`config.mk`:
```
export PLATFORM = sky130hd
export DESIGN_NAME = battery_level_monitor_unit
export DESIGN_NICKNAME = d
export VERILOG_FILES = /design/src/design/blm_pkg.sv /design/src/design/blm_ctrl.sv /design/src/design/blm_datapath.sv /design/src/design/battery_level_monitor_unit.sv
export SDC_FILE = /design/constraint.sdc
export NUM_CORES = 1
export LEC_CHECK = 0
export BUFFER_PORTS_ARGS = -buffer_cell sky130_fd_sc_hd__buf_2
export CAP_MARGIN = 40
export CORE_UTILIZATION = 50
export CTS_CLUSTER_SIZE = 40
export DETAILED_ROUTE_END_ITERATION = 10
export GPL_TIMING_DRIVEN = 0
export PLACE_DENSITY_LB_ADDON = 0.3
export REMOVE_ABC_BUFFERS = 1
export SETUP_SLACK_MARGIN = 0.3
export SLEW_MARGIN = 20
export SYNTH_ARGS = -nofsm -noshare
export SYNTH_HDL_FRONTEND = slang
export SYNTH_SLANG_ARGS = --single-unit
```
`constraint.sdc`:
```
create_clock -name i_clk -period 13.4 [get_ports i_clk]
set_clock_uncertainty 0.1 [all_clocks]
set_input_delay 0 -clock i_clk [delete_from_list [all_inputs] [get_ports i_clk]]
set_output_delay 0 -clock i_clk [all_outputs]
set_load 0.05 [all_outputs]
```
`src/design/blm_pkg.sv`:
```
`timescale 1ns / 1ps

package blm_pkg;

    localparam int SAMPLE_COUNT_DEF = 8;

    localparam int SAMPLE_W = 12;
    localparam int SUM_W    = 15;
    localparam int IDX_W    = 3;
    localparam int MV_W     = 14;
    localparam int PCT_W    = 7;
    localparam int RATIO_W  = 11;
    localparam int CFG_W    = 14;
    localparam int ADDR_W   = 3;
    localparam int QUO_W    = 21;
    localparam int CNT_W    = 5;
    localparam int IN_W     = 16;
    localparam int OUT_W    = 32;

    localparam logic [MV_W-1:0]    MV_MAX   = 14'd16383;
    localparam logic [PCT_W-1:0]   PCT_FULL = 7'd100;
    localparam logic [PCT_W-1:0]   PCT_ZERO = 7'd0;

    localparam logic [CNT_W-1:0]   PCT_STEPS_M1 = 5'(QUO_W - 1);

    localparam logic [RATIO_W-1:0] RATIO_RST      = 11'd512;
    localparam logic [MV_W-1:0]    EMPTY_RST      = 14'd3400;
    localparam logic [MV_W-1:0]    FULL_RST       = 14'd4150;
    localparam logic [MV_W-1:0]    DEEP_SLEEP_RST = 14'd3360;
    localparam logic [PCT_W-1:0]   LOW_PCT_RST    = 7'd5;

    localparam logic [ADDR_W-1:0] CFG_DIVIDER_RATIO = 3'd0;
    localparam logic [ADDR_W-1:0] CFG_EMPTY_MV      = 3'd1;
    localparam logic [ADDR_W-1:0] CFG_FULL_MV       = 3'd2;
    localparam logic [ADDR_W-1:0] CFG_DEEP_SLEEP_MV = 3'd3;
    localparam logic [ADDR_W-1:0] CFG_LOW_PERCENT   = 3'd4;

    typedef enum logic [2:0] {
        ST_IDLE,
        ST_AVG,
        ST_SCALE,
        ST_PREP,
        ST_PCT_DIV,
        ST_CAP,
        ST_DONE
    } t_state;

    typedef struct packed {
        logic acc;
        logic avg;
        logic div_step;
        logic scale;
        logic prep;
        logic cap_raw;
        logic finish;
    } t_cmd;

    typedef struct packed {
        logic last;
        logic need_div;
        logic out_busy;
    } t_stat;

endpackage

```
`src/design/blm_ctrl.sv`:
```
`timescale 1ns / 1ps

module blm_ctrl (
    input  logic          i_clk,
    input  logic          i_rst_n,
    input  logic          i_in_valid,
    input  blm_pkg::t_stat i_stat,
    output blm_pkg::t_cmd  o_cmd,
    output logic          o_in_ready
);
    import blm_pkg::*;

    t_state           r_state, n_state;
    logic [CNT_W-1:0] r_cnt, n_cnt;

    always_ff @(posedge i_clk) begin
        if (!i_rst_n) begin
            r_state <= ST_IDLE;
            r_cnt   <= '0;
        end else begin
            r_state <= n_state;
            r_cnt   <= n_cnt;
        end
    end

    always_comb begin
        n_state    = r_state;
        n_cnt      = r_cnt;
        o_cmd      = '0;
        o_in_ready = 1'b0;
        case (r_state)
            ST_IDLE: begin
                o_in_ready = 1'b1;
                if (i_in_valid) begin
                    o_cmd.acc = 1'b1;
                    if (i_stat.last) begin
                        n_state = ST_AVG;
                    end
                end
            end
            ST_AVG: begin
                o_cmd.avg = 1'b1;
                n_state   = ST_SCALE;
            end
            ST_SCALE: begin
                o_cmd.scale = 1'b1;
                n_state     = ST_PREP;
            end
            ST_PREP: begin
                o_cmd.prep = 1'b1;
                if (i_stat.need_div) begin
                    n_state = ST_PCT_DIV;
                    n_cnt   = PCT_STEPS_M1;
                end else begin
                    n_state = ST_DONE;
                end
            end
            ST_PCT_DIV: begin
                o_cmd.div_step = 1'b1;
                if (r_cnt == '0) begin
                    n_state = ST_CAP;
                end else begin
                    n_cnt = r_cnt - 1'b1;
                end
            end
            ST_CAP: begin
                o_cmd.cap_raw = 1'b1;
                n_state       = ST_DONE;
            end
            ST_DONE: begin
                if (!i_stat.out_busy) begin
                    o_cmd.finish = 1'b1;
                    n_state      = ST_IDLE;
                end
            end
            default: begin
                n_state = ST_IDLE;
            end
        endcase
    end

endmodule

```
`src/design/blm_datapath.sv`:
```
`timescale 1ns / 1ps

module blm_datapath #(
    parameter int SAMPLE_COUNT = blm_pkg::SAMPLE_COUNT_DEF
) (
    input  logic                      i_clk,
    input  logic                      i_rst_n,
    input  logic                      i_cfg_we,
    input  logic [blm_pkg::ADDR_W-1:0] i_cfg_addr,
    input  logic [blm_pkg::CFG_W-1:0]  i_cfg_wdata,
    input  logic [blm_pkg::SAMPLE_W-1:0] i_sample_mv,
    input  logic                      i_usb_present,
    input  blm_pkg::t_cmd              i_cmd,
    output blm_pkg::t_stat             o_stat,
    input  logic                      i_out_ready,
    output logic                      o_out_valid,
    output logic [blm_pkg::MV_W-1:0]  o_battery_mv,
    output logic [blm_pkg::PCT_W-1:0] o_raw_percent,
    output logic [blm_pkg::PCT_W-1:0] o_shown_percent,
    output logic                      o_low_battery,
    output logic                      o_deep_sleep
);
    import blm_pkg::*;

    localparam logic [IDX_W-1:0] CNT_MOD    = IDX_W'(SAMPLE_COUNT);
    localparam int               AVG_SH     = SUM_W + IDX_W;
    localparam int               RECIP_W    = AVG_SH + 1;
    localparam int               AVG_PROD_W = SUM_W + RECIP_W;
    localparam logic [RECIP_W-1:0] AVG_RECIP =
        RECIP_W'(((1 << AVG_SH) + SAMPLE_COUNT - 1) / SAMPLE_COUNT);
    localparam int               PROD_W     = SAMPLE_W + RATIO_W;

    logic [RATIO_W-1:0] r_ratio;
    logic [MV_W-1:0]    r_empty, r_full, r_deep;
    logic [PCT_W-1:0]   r_low_pct;

    logic [SUM_W-1:0]   r_sum;
    logic [IDX_W-1:0]   r_idx;
    logic               r_usb;
    logic [QUO_W-1:0]   r_quo;
    logic [MV_W-1:0]    r_rem;
    logic [MV_W-1:0]    r_den;
    logic [MV_W-1:0]    r_mv;
    logic [PCT_W-1:0]   r_raw;
    logic [PCT_W-1:0]   r_disp;
    logic               r_disp_valid;

    logic               r_out_valid;
    logic [MV_W-1:0]    r_out_mv;
    logic [PCT_W-1:0]   r_out_raw, r_out_shown;
    logic               r_out_low, r_out_deep;

    logic [SUM_W-1:0]   w_sum_next;
    logic [IDX_W-1:0]   w_idx_next;
    logic [MV_W:0]      w_rem_sh, w_rem_sub;
    logic               w_ge;
    logic [AVG_PROD_W-1:0] w_avg_prod;
    logic [PROD_W-1:0]  w_prod;
    logic [SUM_W-1:0]   w_scaled;
    logic [MV_W-1:0]    w_mv_sat;
    logic [QUO_W-1:0]   w_pct_num;
    logic               w_above_empty, w_below_full;
    logic [PCT_W-1:0]   w_disp_next;

    assign w_sum_next = r_sum + SUM_W'(i_sample_mv);
    assign w_idx_next = r_idx + 1'b1;

    assign w_rem_sh  = {r_rem, r_quo[QUO_W-1]};
    assign w_ge      = (w_rem_sh >= {1'b0, r_den});
    assign w_rem_sub = w_rem_sh - {1'b0, r_den};

    assign w_avg_prod = AVG_PROD_W'(r_quo[SUM_W-1:0]) * AVG_PROD_W'(AVG_RECIP);

    assign w_prod   = PROD_W'(r_quo[SAMPLE_W-1:0]) * PROD_W'(r_ratio);
    assign w_scaled = w_prod[PROD_W-1:8];
    assign w_mv_sat = (w_scaled > SUM_W'(MV_MAX)) ? MV_MAX : w_scaled[MV_W-1:0];

    assign w_above_empty = (r_mv > r_empty);
    assign w_below_full  = (r_mv < r_full);
    assign w_pct_num     = QUO_W'(r_mv - r_empty) * QUO_W'(PCT_FULL);

    always_comb begin
        if (!r_disp_valid) begin
            w_disp_next = r_raw;
        end else if (r_usb) begin
            w_disp_next = (r_raw > r_disp) ? r_raw : r_disp;
        end else begin
            w_disp_next = (r_raw < r_disp) ? r_raw : r_disp;
        end
    end

    assign o_stat.last     = (w_idx_next == CNT_MOD);
    assign o_stat.need_div = w_above_empty && w_below_full;
    assign o_stat.out_busy = r_out_valid && !i_out_ready;

    always_ff @(posedge i_clk) begin
        if (!i_rst_n) begin
            r_ratio   <= RATIO_RST;
            r_empty   <= EMPTY_RST;
            r_full    <= FULL_RST;
            r_deep    <= DEEP_SLEEP_RST;
            r_low_pct <= LOW_PCT_RST;
        end else if (i_cfg_we) begin
            case (i_cfg_addr)
                CFG_DIVIDER_RATIO: r_ratio   <= i_cfg_wdata[RATIO_W-1:0];
                CFG_EMPTY_MV:      r_empty   <= i_cfg_wdata[MV_W-1:0];
                CFG_FULL_MV:       r_full    <= i_cfg_wdata[MV_W-1:0];
                CFG_DEEP_SLEEP_MV: r_deep    <= i_cfg_wdata[MV_W-1:0];
                CFG_LOW_PERCENT:   r_low_pct <= i_cfg_wdata[PCT_W-1:0];
                default: begin
                end
            endcase
        end
    end

    always_ff @(posedge i_clk) begin
        if (!i_rst_n) begin
            r_sum        <= '0;
            r_idx        <= '0;
            r_disp       <= '0;
            r_disp_valid <= 1'b0;
            r_out_valid  <= 1'b0;
        end else begin
            if (i_cmd.acc) begin
                if (o_stat.last) begin
                    r_sum <= '0;
                    r_idx <= '0;
                end else begin
                    r_sum <= w_sum_next;
                    r_idx <= w_idx_next;
                end
            end
            if (i_cmd.finish) begin
                r_disp       <= w_disp_next;
                r_disp_valid <= 1'b1;
                r_out_valid  <= 1'b1;
            end else if (i_out_ready) begin
                r_out_valid <= 1'b0;
            end
        end
    end

    always_ff @(posedge i_clk) begin
        if (i_cmd.acc && o_stat.last) begin
            r_usb <= i_usb_present;
            r_quo <= QUO_W'(w_sum_next);
        end
        if (i_cmd.avg) begin
            r_quo <= QUO_W'(w_avg_prod[AVG_SH+SAMPLE_W-1:AVG_SH]);
        end
        if (i_cmd.div_step) begin
            r_quo <= {r_quo[QUO_W-2:0], w_ge};
            r_rem <= w_ge ? w_rem_sub[MV_W-1:0] : w_rem_sh[MV_W-1:0];
        end
        if (i_cmd.scale) begin
            r_mv <= w_mv_sat;
        end
        if (i_cmd.prep) begin
            r_raw <= w_above_empty ? PCT_FULL : PCT_ZERO;
            r_quo <= w_pct_num;
            r_rem <= '0;
            r_den <= r_full - r_empty;
        end
        if (i_cmd.cap_raw) begin
            r_raw <= r_quo[PCT_W-1:0];
        end
        if (i_cmd.finish) begin
            r_out_mv    <= r_mv;
            r_out_raw   <= r_raw;
            r_out_shown <= w_disp_next;
            r_out_low   <= !r_usb && (w_disp_next <= r_low_pct);
            r_out_deep  <= !r_usb && (r_mv <= r_deep);
        end
    end

    assign o_out_valid     = r_out_valid;
    assign o_battery_mv    = r_out_mv;
    assign o_raw_percent   = r_out_raw;
    assign o_shown_percent = r_out_shown;
    assign o_low_battery   = r_out_low;
    assign o_deep_sleep    = r_out_deep;

endmodule

```
`src/design/battery_level_monitor_unit.sv`:
```
// A sample that does not close a batch is accepted in IDLE and gives no item; a
// batch-closing sample passes through AVG, SCALE and PREP and, when the voltage is inside
// the empty..full span, also through PCT_DIV and CAP; DONE issues its item once the output
// is not stalled. A reciprocal multiply forms the average, a 21-step divider the percent.
// Throughput: one sample per cycle between batch ends; the output register holds an item.
// Reset: synchronous, active low; restores register defaults and clears batch and display.
`timescale 1ns / 1ps

module battery_level_monitor_unit #(
    parameter int SAMPLE_COUNT = blm_pkg::SAMPLE_COUNT_DEF
) (
    input  logic                       i_clk,
    input  logic                       i_rst_n,
    input  logic                       i_cfg_we,
    input  logic [blm_pkg::ADDR_W-1:0] i_cfg_addr,
    input  logic [blm_pkg::CFG_W-1:0]  i_cfg_wdata,
    input  logic                       s_axis_tvalid,
    output logic                       s_axis_tready,
    // [11:0] sample_mv, [12] usb_present, [15:13] zero
    input  logic [blm_pkg::IN_W-1:0]   s_axis_tdata,
    output logic                       m_axis_tvalid,
    input  logic                       m_axis_tready,
    // [13:0] battery_mv, [20:14] raw_percent, [27:21] shown_percent,
    // [28] low_battery, [29] deep_sleep, [31:30] zero
    output logic [blm_pkg::OUT_W-1:0]  m_axis_tdata
);
    import blm_pkg::*;

    t_cmd             w_cmd;
    t_stat            w_stat;
    logic [MV_W-1:0]  w_mv;
    logic [PCT_W-1:0] w_raw, w_shown;
    logic             w_low, w_deep;

    blm_ctrl u_ctrl (
        .i_clk      (i_clk),
        .i_rst_n    (i_rst_n),
        .i_in_valid (s_axis_tvalid),
        .i_stat     (w_stat),
        .o_cmd      (w_cmd),
        .o_in_ready (s_axis_tready)
    );

    blm_datapath #(
        .SAMPLE_COUNT (SAMPLE_COUNT)
    ) u_dp (
        .i_clk           (i_clk),
        .i_rst_n         (i_rst_n),
        .i_cfg_we        (i_cfg_we),
        .i_cfg_addr      (i_cfg_addr),
        .i_cfg_wdata     (i_cfg_wdata),
        .i_sample_mv     (s_axis_tdata[SAMPLE_W-1:0]),
        .i_usb_present   (s_axis_tdata[SAMPLE_W]),
        .i_cmd           (w_cmd),
        .o_stat          (w_stat),
        .i_out_ready     (m_axis_tready),
        .o_out_valid     (m_axis_tvalid),
        .o_battery_mv    (w_mv),
        .o_raw_percent   (w_raw),
        .o_shown_percent (w_shown),
        .o_low_battery   (w_low),
        .o_deep_sleep    (w_deep)
    );

    assign m_axis_tdata = {2'b00, w_deep, w_low, w_shown, w_raw, w_mv};

endmodule

```
==> reports/results.tsv <==
stage	metric	value	unit
clocking	TritonCTS buffer count	17	
clocking	post-cts resize count	0	
placement	I/O Buffers	66	
worst_hold_path	Hold Crit Endpoint	u_dp.r_full[3]	
pwr	worst ir drop on vdd	0.0922	mV
synth	Synth Area per Inst	8.94	um2
die	Die H	185	um
global_route	total gr overflow	0	
pwr	sw frac	29.1	%
synth	library cells used by synthesis	79	
drt	routed vias	13300	
synth	synthesized area	16800	um2
cells_and_area	fillers	2948	
clocking	CTS root buf	clkbuf_16	
drt	vias per cell	5.57	
placement	gpl congestion	0.909	
worst_hold_path	min-delay worst type	input pin to register	
cells_and_area	diode count	0	
timing	Post-Route Setup TNS	0	ns
die	Top-Level Pins	72	
synth	Mapped Cells	1880	
worst_hold_path	Hold Path Depth	5	
drt	drt first pass iters	5	
worst_setup_path	Worst Path Max Fanout	13	
worst_setup_path	worst r2r dst	u_dp.r_mv[9]	
pwr	Clock Power Share	37.2	%
cells_and_area	NumNets Final	2271	
timing	Max Freq	0.160	GHz
clocking	clk_lat worst skew	0.45	ns
cells_and_area	largest reg by FF count	u_dp.r_quo	
synth	Async SR Flop Fraction	0	%
synth	sequential fraction of the synthesis area	28.4	%
timing	final worst-path cycle share	46.6	%
worst_setup_path	Reg2Reg Depth	18	
placement	DP Wirelength	30800	um
cells_and_area	biggest regs	u_dp.r_quo x21, u_dp.r_sum x15	
pwr	NetSw	445	uW
synth	Synth Register Bits	196	
worst_setup_path	WP data required	13.48	ns
worst_setup_path	crit path launch	u_dp.r_ratio[4]	
timing	Worst-Margin Slew	0.778	ns
clocking	number of clock sinks	196	
global_route	vias in the first global route	13000	
cells_and_area	highest-count cells in the layout ignoring fill and taps	inv_1 (260), nand2_1 (226), ha_1 (198)	
die	FP Rows	66	
die	Die Wd	185	um
timing	final setup violation count	0	
worst_setup_path	reg-to-reg slack, setup	7.15	ns
job	MaxCap Viol Count	0	
drt	per-cell routed wire length	16.9	um
worst_setup_path	CP Capture Type	register	
timing	Final Max Slew Viols	0	
drt	Routed WL	40400	um
outcome	status	complete, no violations	
timing	minimum clock period	6.25	ns
synth	Synth Flop Type	dfxtp_1	
clocking	Reg clk slew, reported paths	0.08	ns
worst_setup_path	Worst Setup Start Kind	register	
clocking	Post-CTS Setup Bufs	0	
clocking	cts hold-fix bufs	27	
pwr	sequential power share	42.3	%
pwr	Leak Pwr	0.00830	uW
timing	final hold violation count	0	
global_route	initial antenna violation count	0	
drt	initial DRC count	827	
drt	Detail Route Antenna Nets	0	
worst_setup_path	worst endpoint data arrival time	6.32	ns
die	die area	34400	um2
global_route	largest net degree at the start of global routing	52	
synth	Post-synth EDFFs	85	
die	core area	32800	um2
cells_and_area	Final Instance Area	18500	um2
placement	post-placement cell area	17600	um2
worst_setup_path	critical path class	register to register	
cells_and_area	Syn-to-layout area delta	10.1	%
pwr	Logic pwr share	20.5	%
global_route	first-pass GRT wire length	65400	um
clocking	H-tree lvl count	4	
timing	RSZ-0062 raised after global routing	no	
clocking	Longest Clk Path Bufs	2	
worst_hold_path	HP Start	i_cfg_addr[1]	
global_route	GR Util All Layers	24.3	%
cells_and_area	max reg flops	21	
pwr	pwr dens	82.7	nW/um2
cells_and_area	most common cell after layout, fill and taps aside	inv_1	
drt	Post-route DRC	0	
cells_and_area	fraction of layout cells with a size suffix above 1	7.47	%
die	Starting Density	51.3	%
clocking	TritonCTS clock tree	yes	
pwr	internal cell power	1080	uW
worst_setup_path	Reg-to-Reg Start	u_dp.r_ratio[4]	
synth	Yosys warning count	0	
timing	Slew HR	48.1	%
## worst max path at each step
stage                        end  slack, ns
floorplan           u_dp.r_mv[9]       7.66
global placement    u_dp.r_mv[9]       7.23
detailed placement  u_dp.r_mv[9]       7.17
CTS                 u_dp.r_mv[9]       7.16
global route        u_dp.r_mv[9]       6.90
finish              u_dp.r_mv[9]       7.15
## area by class of cell
type	instances	area, um2	share of cell area, %
Multi-Input combinational cell	1349	10800	58.3
Sequential cell	196	4780	25.8
Inverter	261	982	5.31
Timing Repair Buffer	104	773	4.18
Tap cell	442	553	2.99
Clock buffer	20	457	2.47
Clock inverter	12	179	0.967
## cells in the mapped netlist (34+ instances only)
library cell  instances  area (um2)
inv_1               261         980
nand2_1             226         848
ha_1                198        2480
a21oi_1             131         656
dfxtp_1             111        2220
fa_1                106        2120
edfxtp_1             85        2550
and2_1               73         457
nor2_1               70         263
clkbuf_1             67         251
o21ai_0              65         325
xnor2_1              42         368
a21o_1               34         255
## power groups by stage
stage / logic [uW] / registers (uW) / clock network, uW
after detailed placement: 303 / 661 / 0
after global placement: 295 / 660 / 0
after floorplan: 235 / 657 / 0
final: 313 / 647 / 569
after CTS: 313 / 647 / 576
after global routing: 354 / 649 / 598
## worst max-delay path, cell delays in order, from the launching register on
cell and delay, ns:
dfxtp_1 0.71, nand2_1 0.19, fa_1 0.54, fa_1 0.51, inv_1 0.06, fa_1 0.47, fa_1 0.54, inv_1 0.05
fa_1 0.52, inv_1 0.04, ha_1 0.34, a21o_1 0.21, a21oi_2 0.13, nor2b_1 0.06, or2_1 0.24, o211a_4 0.26
o2111ai_4 0.24, nand3_4 0.16, or4_1 0.57
## cell families (layout without fill, tap and decap cells)
family	after synthesis	in the layout	share of synthesized area, %
xor+xnor	66	66	3.44
compound gates	377	377	14.4
other cells	1	2	0.0223
fa+ha+maj	304	304	27.4
mux	35	35	2.15
buf+inv	336	397	7.61
simple gates	565	565	16.6
flops	196	196	28.4
## layer usage
metal	vias to the layer above	routed length [um]	GRT usage (%)
met4	0	425	5.22
met2	320	19200	40.8
met5	-	0	0
met1	6460	18600	32.4
met3	38	2220	4.27
li1	6461	-	-
## through the flow
stage / setup WS (ns) / utilization, % / total power (uW) / std cells / hold slack (ns)
2_1_floorplan: 7.66 / - / 892 / 1806 / -0.0282
3_3_place_gp: 7.23 / 53.1 / 955 / 2314 / 0.0929
3_5_place_dp: 7.17 / 53.6 / 964 / 2322 / 0.0958
4_1_cts: 7.16 / 56.3 / 1540 / 2381 / 0.00557
5_1_grt: 6.90 / 56.4 / 1600 / 2384 / 0.0693
6_report: 7.15 / 56.4 / 1530 / 2384 / 0.0248
Power figures use the tool's default switching activity.
